File: src/rtl/mnrt_pkg.sv
package mnrt_pkg;

    localparam int NOTE_W  = 7;
    localparam int MAP_W   = 7;
    localparam int BYTE_W  = 8;
    localparam int DELAY_W = 16;
    localparam int OCTAVE  = 12;
    localparam int CLS_W   = 4;

    localparam logic [BYTE_W-1:0] NONE_CODE = 8'd128;

    localparam logic [1:0] MODE_CLEAR = 2'd0;
    localparam logic [1:0] MODE_PAIR  = 2'd1;
    localparam logic [1:0] MODE_FILL  = 2'd2;
    localparam logic [1:0] MODE_XLAT  = 2'd3;

    typedef struct packed {
        logic [1:0]        mode;
        logic [NOTE_W-1:0] source_note;
        logic [NOTE_W-1:0] target_note;
        logic [BYTE_W-1:0] status_byte;
        logic [BYTE_W-1:0] note_byte;
        logic [BYTE_W-1:0] velocity_byte;
    } t_in_item;

    typedef struct packed {
        logic [BYTE_W-1:0]  status_out;
        logic [BYTE_W-1:0]  mapped_note;
        logic [BYTE_W-1:0]  velocity_out;
        logic [DELAY_W-1:0] delay_out;
        logic               range_error;
    } t_out_item;

endpackage

File: src/rtl/mnrt_alu.sv
module mnrt_alu import mnrt_pkg::*; #(
    parameter int W     = 9,
    parameter int LIMIT = 128
) (
    input  logic         i_sub,
    input  logic [W-1:0] i_a,
    input  logic [W-1:0] i_b,
    output logic [W-1:0] o_sum,
    output logic         o_in_range
);

    logic [W-1:0] b_op;

    assign b_op       = i_sub ? ~i_b : i_b;
    assign o_sum      = i_a + b_op + W'(i_sub);
    assign o_in_range = !o_sum[W-1] && (o_sum < W'(LIMIT));

endmodule

File: src/rtl/midi_note_remap_table.sv
// Clear and store-pair items complete without leaving the idle state, so the block stays ready.
// A translate item reads the table and moves to state S_TRO, which fills the output register
// when the output side is free, then returns to idle; a stalled result delays the next item.
// An octave fill walks all NOTE_COUNT entries: S_FJ skips an empty entry; for a mapped one,
// S_FJ reads it, S_FJW forms its offset and S_FI visits each entry of the same pitch class.
// Reset marks every entry as unmapped at once and clears the delay register.
module midi_note_remap_table import mnrt_pkg::*; #(
    parameter int NOTE_COUNT = 128
) (
    input  logic                 i_clk,
    input  logic                 i_rst_n,
    input  logic                 i_cfg_wr_en,
    input  logic [DELAY_W-1:0]   i_cfg_wr_data,
    input  logic                 i_in_valid,
    output logic                 o_in_stall,
    input  t_in_item             i_in_data,
    output logic                 o_out_valid,
    input  logic                 i_out_stall,
    output t_out_item            o_out_data
);

    localparam int AW = $clog2(NOTE_COUNT);
    localparam int SW = AW + 2;

    localparam logic [2:0] S_IDLE = 3'd0;
    localparam logic [2:0] S_FJ   = 3'd1;
    localparam logic [2:0] S_FJW  = 3'd2;
    localparam logic [2:0] S_FI   = 3'd3;
    localparam logic [2:0] S_TRO  = 3'd4;

    logic [2:0]            r_state, n_state;
    logic [NOTE_COUNT-1:0] r_vld;
    logic [MAP_W-1:0]      r_mem [NOTE_COUNT];
    logic [MAP_W-1:0]      r_rdata;
    logic                  r_rvld;
    logic [DELAY_W-1:0]    r_delay;
    logic [AW-1:0]         r_j, n_j;
    logic [CLS_W-1:0]      r_jcls, n_jcls;
    logic [AW:0]           r_i, n_i;
    logic [SW-1:0]         r_ofs, n_ofs;
    logic [BYTE_W-1:0]     r_status, r_vel;
    logic                  r_rerr;
    logic                  r_ovalid, n_ovalid;
    t_out_item             r_out, n_out;

    logic                  in_acc;
    logic                  clr;
    logic                  mem_we, mem_re;
    logic [AW-1:0]         mem_waddr, mem_raddr;
    logic [MAP_W-1:0]      mem_wdata;
    logic                  alu_sub;
    logic [SW-1:0]         alu_a, alu_b, alu_sum;
    logic                  alu_ok;
    logic                  last_j;
    logic [CLS_W-1:0]      cls_inc;
    logic [AW:0]           i_step;
    logic                  out_free;

    mnrt_alu #(
        .W     (SW),
        .LIMIT (NOTE_COUNT)
    ) u_alu (
        .i_sub      (alu_sub),
        .i_a        (alu_a),
        .i_b        (alu_b),
        .o_sum      (alu_sum),
        .o_in_range (alu_ok)
    );

    assign o_in_stall  = (r_state != S_IDLE);
    assign in_acc      = i_in_valid && !o_in_stall;
    assign o_out_valid = r_ovalid;
    assign o_out_data  = r_out;
    assign out_free    = !r_ovalid || !i_out_stall;
    assign last_j      = (r_j == AW'(NOTE_COUNT - 1));
    assign cls_inc     = (r_jcls == CLS_W'(OCTAVE - 1)) ? '0 : r_jcls + CLS_W'(1);
    assign i_step      = r_i + (AW+1)'(OCTAVE);

    always_comb begin
        n_state   = r_state;
        n_j       = r_j;
        n_jcls    = r_jcls;
        n_i       = r_i;
        n_ofs     = r_ofs;
        n_ovalid  = r_ovalid && i_out_stall;
        n_out     = r_out;
        clr       = 1'b0;
        mem_we    = 1'b0;
        mem_waddr = AW'(i_in_data.source_note);
        mem_wdata = MAP_W'(i_in_data.target_note);
        mem_re    = 1'b0;
        mem_raddr = AW'(i_in_data.note_byte);
        alu_sub   = 1'b0;
        alu_a     = '0;
        alu_b     = '0;
        case (r_state)
            S_IDLE: begin
                if (in_acc) begin
                    case (i_in_data.mode)
                        MODE_CLEAR: clr = 1'b1;
                        MODE_PAIR:  mem_we = 1'b1;
                        MODE_FILL: begin
                            n_j     = '0;
                            n_jcls  = '0;
                            n_state = S_FJ;
                        end
                        MODE_XLAT: begin
                            mem_re  = 1'b1;
                            n_state = S_TRO;
                        end
                        default: n_state = S_IDLE;
                    endcase
                end
            end
            S_FJ: begin
                if (r_vld[r_j]) begin
                    mem_re    = 1'b1;
                    mem_raddr = r_j;
                    n_state   = S_FJW;
                end else begin
                    n_j     = r_j + AW'(1);
                    n_jcls  = cls_inc;
                    n_state = last_j ? S_IDLE : S_FJ;
                end
            end
            S_FJW: begin
                alu_sub = 1'b1;
                alu_a   = SW'(r_rdata);
                alu_b   = SW'(r_j);
                n_ofs   = alu_sum;
                n_i     = (AW+1)'(r_jcls);
                n_state = S_FI;
            end
            S_FI: begin
                alu_a     = r_ofs;
                alu_b     = SW'(r_i);
                mem_waddr = r_i[AW-1:0];
                mem_wdata = MAP_W'(alu_sum);
                mem_we    = !r_vld[r_i[AW-1:0]] && alu_ok;
                n_i       = i_step;
                if (i_step >= (AW+1)'(NOTE_COUNT)) begin
                    n_j     = r_j + AW'(1);
                    n_jcls  = cls_inc;
                    n_state = last_j ? S_IDLE : S_FJ;
                end
            end
            S_TRO: begin
                if (out_free) begin
                    n_ovalid           = 1'b1;
                    n_out.status_out   = r_status;
                    n_out.velocity_out = r_vel;
                    n_out.delay_out    = r_delay;
                    n_out.range_error  = r_rerr;
                    n_out.mapped_note  = (r_rerr || !r_rvld) ? NONE_CODE
                                                             : BYTE_W'(r_rdata);
                    n_state            = S_IDLE;
                end
            end
            default: n_state = S_IDLE;
        endcase
    end

    always_ff @(posedge i_clk) begin
        if (!i_rst_n) begin
            r_state  <= S_IDLE;
            r_vld    <= '0;
            r_ovalid <= 1'b0;
            r_delay  <= '0;
        end else begin
            r_state  <= n_state;
            r_ovalid <= n_ovalid;
            if (i_cfg_wr_en) begin
                r_delay <= i_cfg_wr_data;
            end
            if (clr) begin
                r_vld <= '0;
            end else if (mem_we) begin
                r_vld[mem_waddr] <= 1'b1;
            end
        end
    end

    always_ff @(posedge i_clk) begin
        if (mem_we) begin
            r_mem[mem_waddr] <= mem_wdata;
        end
        if (mem_re) begin
            r_rdata <= r_mem[mem_raddr];
            r_rvld  <= r_vld[mem_raddr];
        end
    end

    always_ff @(posedge i_clk) begin
        r_j    <= n_j;
        r_jcls <= n_jcls;
        r_i    <= n_i;
        r_ofs  <= n_ofs;
        r_out  <= n_out;
        if (in_acc) begin
            r_status <= i_in_data.status_byte;
            r_vel    <= i_in_data.velocity_byte;
            r_rerr   <= (i_in_data.note_byte >= BYTE_W'(NOTE_COUNT));
        end
    end

    a_out_from_xlat: assert property (@(posedge i_clk) disable iff (!i_rst_n)
        $rose(r_ovalid) |-> $past(r_state) == S_TRO)
        else $error("result appeared without a translate transfer");

    a_i_in_table: assert property (@(posedge i_clk) disable iff (!i_rst_n)
        r_state == S_FI |-> !r_i[AW])
        else $error("fill index left the table");

    a_cls_range: assert property (@(posedge i_clk) disable iff (!i_rst_n)
        (r_state == S_FJ || r_state == S_FJW) |-> r_jcls < CLS_W'(OCTAVE))
        else $error("pitch class counter out of range");

    a_err_none: assert property (@(posedge i_clk) disable iff (!i_rst_n)
        (r_ovalid && r_out.range_error) |-> r_out.mapped_note == NONE_CODE)
        else $error("range error without the none code");

endmodule
File: config.mk
export PLATFORM = sky130hd
export DESIGN_NAME = midi_note_remap_table
export DESIGN_NICKNAME = d
export VERILOG_FILES = /design/src/rtl/mnrt_pkg.sv /design/src/rtl/mnrt_alu.sv /design/src/rtl/midi_note_remap_table.sv
export SDC_FILE = /design/constraint.sdc
export NUM_CORES = 2
export LEC_CHECK = 0
export BUFFER_PORTS_ARGS = -buffer_cell sky130_fd_sc_hd__buf_2
export CORE_MARGIN = 2
export CORE_UTILIZATION = 47
export CTS_CLUSTER_SIZE = 40
export DETAILED_ROUTE_END_ITERATION = 10
export PLACE_DENSITY = 0.67
export SLEW_MARGIN = 20
export SYNTH_ARGS = -nofsm -noshare
export SYNTH_HDL_FRONTEND = slang
export SYNTH_SLANG_ARGS = --single-unit
export TNS_END_PERCENT = 100
File: constraint.sdc
create_clock -name i_clk -period 11.5 [get_ports i_clk]
set_clock_uncertainty 0.2 [all_clocks]
set_input_delay 0.575 -clock i_clk [delete_from_list [all_inputs] [get_ports i_clk]]
set_output_delay 0.575 -clock i_clk [all_outputs]
set_load 0.02 [all_outputs]
==> impl_metrics.yaml <==
outcome:
  status: "finished clean"
sta:
  fin_tns_setup_ns: 0
  slew_headroom_pct: 17.9
  hold_ws_ns: 0.123
  fmax_ghz: 0.137
  finalCritPeriodShare_pct: 63.3
  setup_slack_ns: 4.22
  maxSlewViolCount: 0
  fin_crit_ns: 7.28
  setup_viol: 0
  worstMarginPinSlew_ns: 1.22
  hold_viol_final: 0
  rsz0062_at_grt: "no"
logic_synthesis:
  synth_edf_count: 990
  synth_nets: 3806
  synth_top_family_by_area: "simple AND/OR/NAND/NOR gates"
  yosysWarnings: 0
  synth-seq-cells: 1138
  ys_seq_area_share_pct: 66.1
  synthDistinctLibCells: 83
  syn-instance-count: 3734
  yosys.area.top_type: "edfxtp_1"
  async_flop_share_pct: 0
  synth_area_mm2: 0.0495
  syn_avg_cell_area_um2: 13.2
  synth_xor_area_share_pct: 0.266
  synth-compound-area-share_pct: 8.17
  synthAdderAreaFrac_pct: 0.293
  ys_top_cells_by_area: "edfxtp_1 (60%), mux2i_1 (7.3%), dfxtp_1 (6.0%)"
  synth.area.mux_share_pct: 10.2
  synthFlopType: "edfxtp_1"
  synth-simple-area-share_pct: 11.6
  yosysTopAreaCellShare_pct: 60.1
place:
  routabilityCongestion: 0.910
  port_buffers: 103
  dpl-instance-area_mm2: 0.0511
  place_hpwl_um: 82000
  dp_slack_ns: 4.45
cts:
  cts_buffer_depth: 3
  postCtsResizedCells: 0
  htree_levels: 3
  root_buffer: "clkbuf_16"
  cts_tree: "built"
  clk_pin_slew_ns: 0.07
  cts_buffers: 111
  clk_latency_ns: 0.71
  cts.sinks: 1138
  post_cts_buffers: 0
routing:
  via_per_inst: 6.30
  drt_iter0_markers: 4467
  ant_nets: 0
  wl_per_cell_um: 26.6
  drt_pass1_iterations: 8
  vias: 33166
  drc: 0
  drt_wl_total_um: 140000
cells_and_area:
  final_common_cell: "edfxtp_1"
  nets: 3852
  n_fill_cell: 8593
  final_cell_mix: "edfxtp_1 (990), nand2_1 (713), mux2i_1 (361)"
  stdcell_area_mm2: 0.0554
  multi_input_area_mm2: 0.0155
  n_antenna_cell: 0
  final_core_util_pct: 52.8
  drive_gt1_share_pct: 13.6
  seq_area_mm2: 0.0327
  syn_to_final_growth_pct: 11.9
worst_setup_path:
  worstPathArrival_ns: 7.50
  crit_buf_inv: 3
  reg2reg_slack_ns: 4.22
  critical_path.max_fanout: 47
  crit_path_end_kind: "flop"
  cpPeakStageDelay_ns: 0.79
  critPathMostFrequentCell: "buf_4"
  path_cells: "buf_4 > mux4_2 > mux2_2 > a21oi_1 > a221oi_2 > o32a_2 > nand2_4 > mux2_4 > buf_4 > nand3_1 > a21oi_1 > nor4_2 > buf_4 > o22ai_1 > nand3_1"
  slowest_stage: "nand3_1"
  worstPathRequired_ns: 11.72
  critPathLaunchType: "flop"
  cp_top_family: "compound AO/OA/AOI/OAI gates"
  path_class: "flop to flop"
power:
  cellLeakagePower_nw: 18.9
  vdd_drop_max_mv: 0.120
  power_density_mw_per_mm2: 166
global_route:
  grt_pass1_vias: 31817
  overflow: 0
  grt_pass1_wl_um: 208000
  antenna_found_initial: 2
  grt_max_degree: 174
  grtUsageTotal_pct: 25.6
floorplanning:
  dieArea_mm2: 0.108
  initial_core_util_pct: 47.2
  die_w_um: 328
  num_io_pins: 104
  core_area_mm2: 0.105
  rows: 119
  die_h_um: 328
hold_path:
  min_path_type: "primary input to flop"
run:
  cap_violations: 0
==> worst register-to-register path, delay by kind of cell, from the launching register on <==
| kind | cells | cell delay (ns) |
|---|---|---|
| buffers and inverters | 3 | 1.65 |
| and+or+nand+nor | 4 | 1.37 |
| AOI/OAI and AO/OA | 5 | 1.75 |
| DFF | 1 | 0.65 |
| muxes | 3 | 1.37 |
==> cells in the mapped netlist, drive strengths merged, types with 9 or more instances <==
cell and instances:
buf 160, edfxtp 990, nand4 15, inv 20, o41ai 130, o22ai 32
o211ai 9, nand3b 10, nor4 39, o21ai 27, a22oi 20, dfxtp 148
a311oi 17, a21o 11, nand2 726, a221oi 9, clkbuf 134, mux4 58
mux2i 364, nand3 204, nor3 150, a21oi 143, a31oi 12, nor2 32
a211oi 11, nor2b 25, o2111ai 10, ha 10, o221ai 49, and2 24
and3 38
==> timing repair <==
| action | in CTS | in global routing |
|---|---|---|
| hold endpoints to repair | 34 | 0 |
| hold buffers | 34 | 0 |
| setup endpoints to repair | 0 | 0 |
==> final timing paths <==
kind	start	endpoint	cells past startpoint
min reg2reg	r_vel[1]	o_out_data[18]	0
max reg2reg	r_j[0]	r_rdata[6]	15
min	i_rst_n	r_state[1]	2
max	r_j[0]	r_rdata[6]	15
==> report_power, final <==
part | internal [mW] | switching (mW) | total [mW]
clock | 2.10 | 1.58 | 3.68
combinational | 0.270 | 0.694 | 0.964
sequential | 4.53 | 0.0297 | 4.56
total | 6.90 | 2.31 | 9.20
==> final cells by class <==
cell class,count,share of cell area [%]
sequential,1138,59.0
clock inverter,73,1.40
timing repair buffer,227,2.94
inverter,21,0.142
tap,1391,3.14
multi-input combinational,2281,28.0
clock buffer,137,5.31
==> kinds of logic (layout without fill, tap and decap cells) <==
kind of cell | Yosys count | in the layout
compound gates | 542 | 542
xor+xnor | 15 | 15
fa+ha+maj | 11 | 11
buf+inv | 315 | 458
flops | 1138 | 1138
mux | 430 | 430
simple gates | 1283 | 1283
==> per-stage QoR <==
step	instances	total power, mW
after floorplan	3734	5.26
after CTS	5267	9.22
after global routing	5268	9.46
final	5268	9.20
after global placement	5019	5.56
after detailed placement	5023	5.58
==> sequential cells by signal (all words and copies together), names as in the netlist, 3 cells and up <==
name	flops
r_jcls	4
o_out_data	41
r_vld	128
r_mem	896
r_ofs	9
r_rdata	7
r_vel	8
r_i	8
r_status	8
r_state	3
r_j	7
r_delay	16
==> layer usage <==
layer	GRT usage (%)	wire (um)	vias up
met5	0	0	-
met4	9.91	4930	0
met3	5.27	14800	294
met2	39.5	63800	1945
met1	35.8	56600	16493
li1	-	-	14434
No activity file was read; power rests on OpenSTA's default activity.
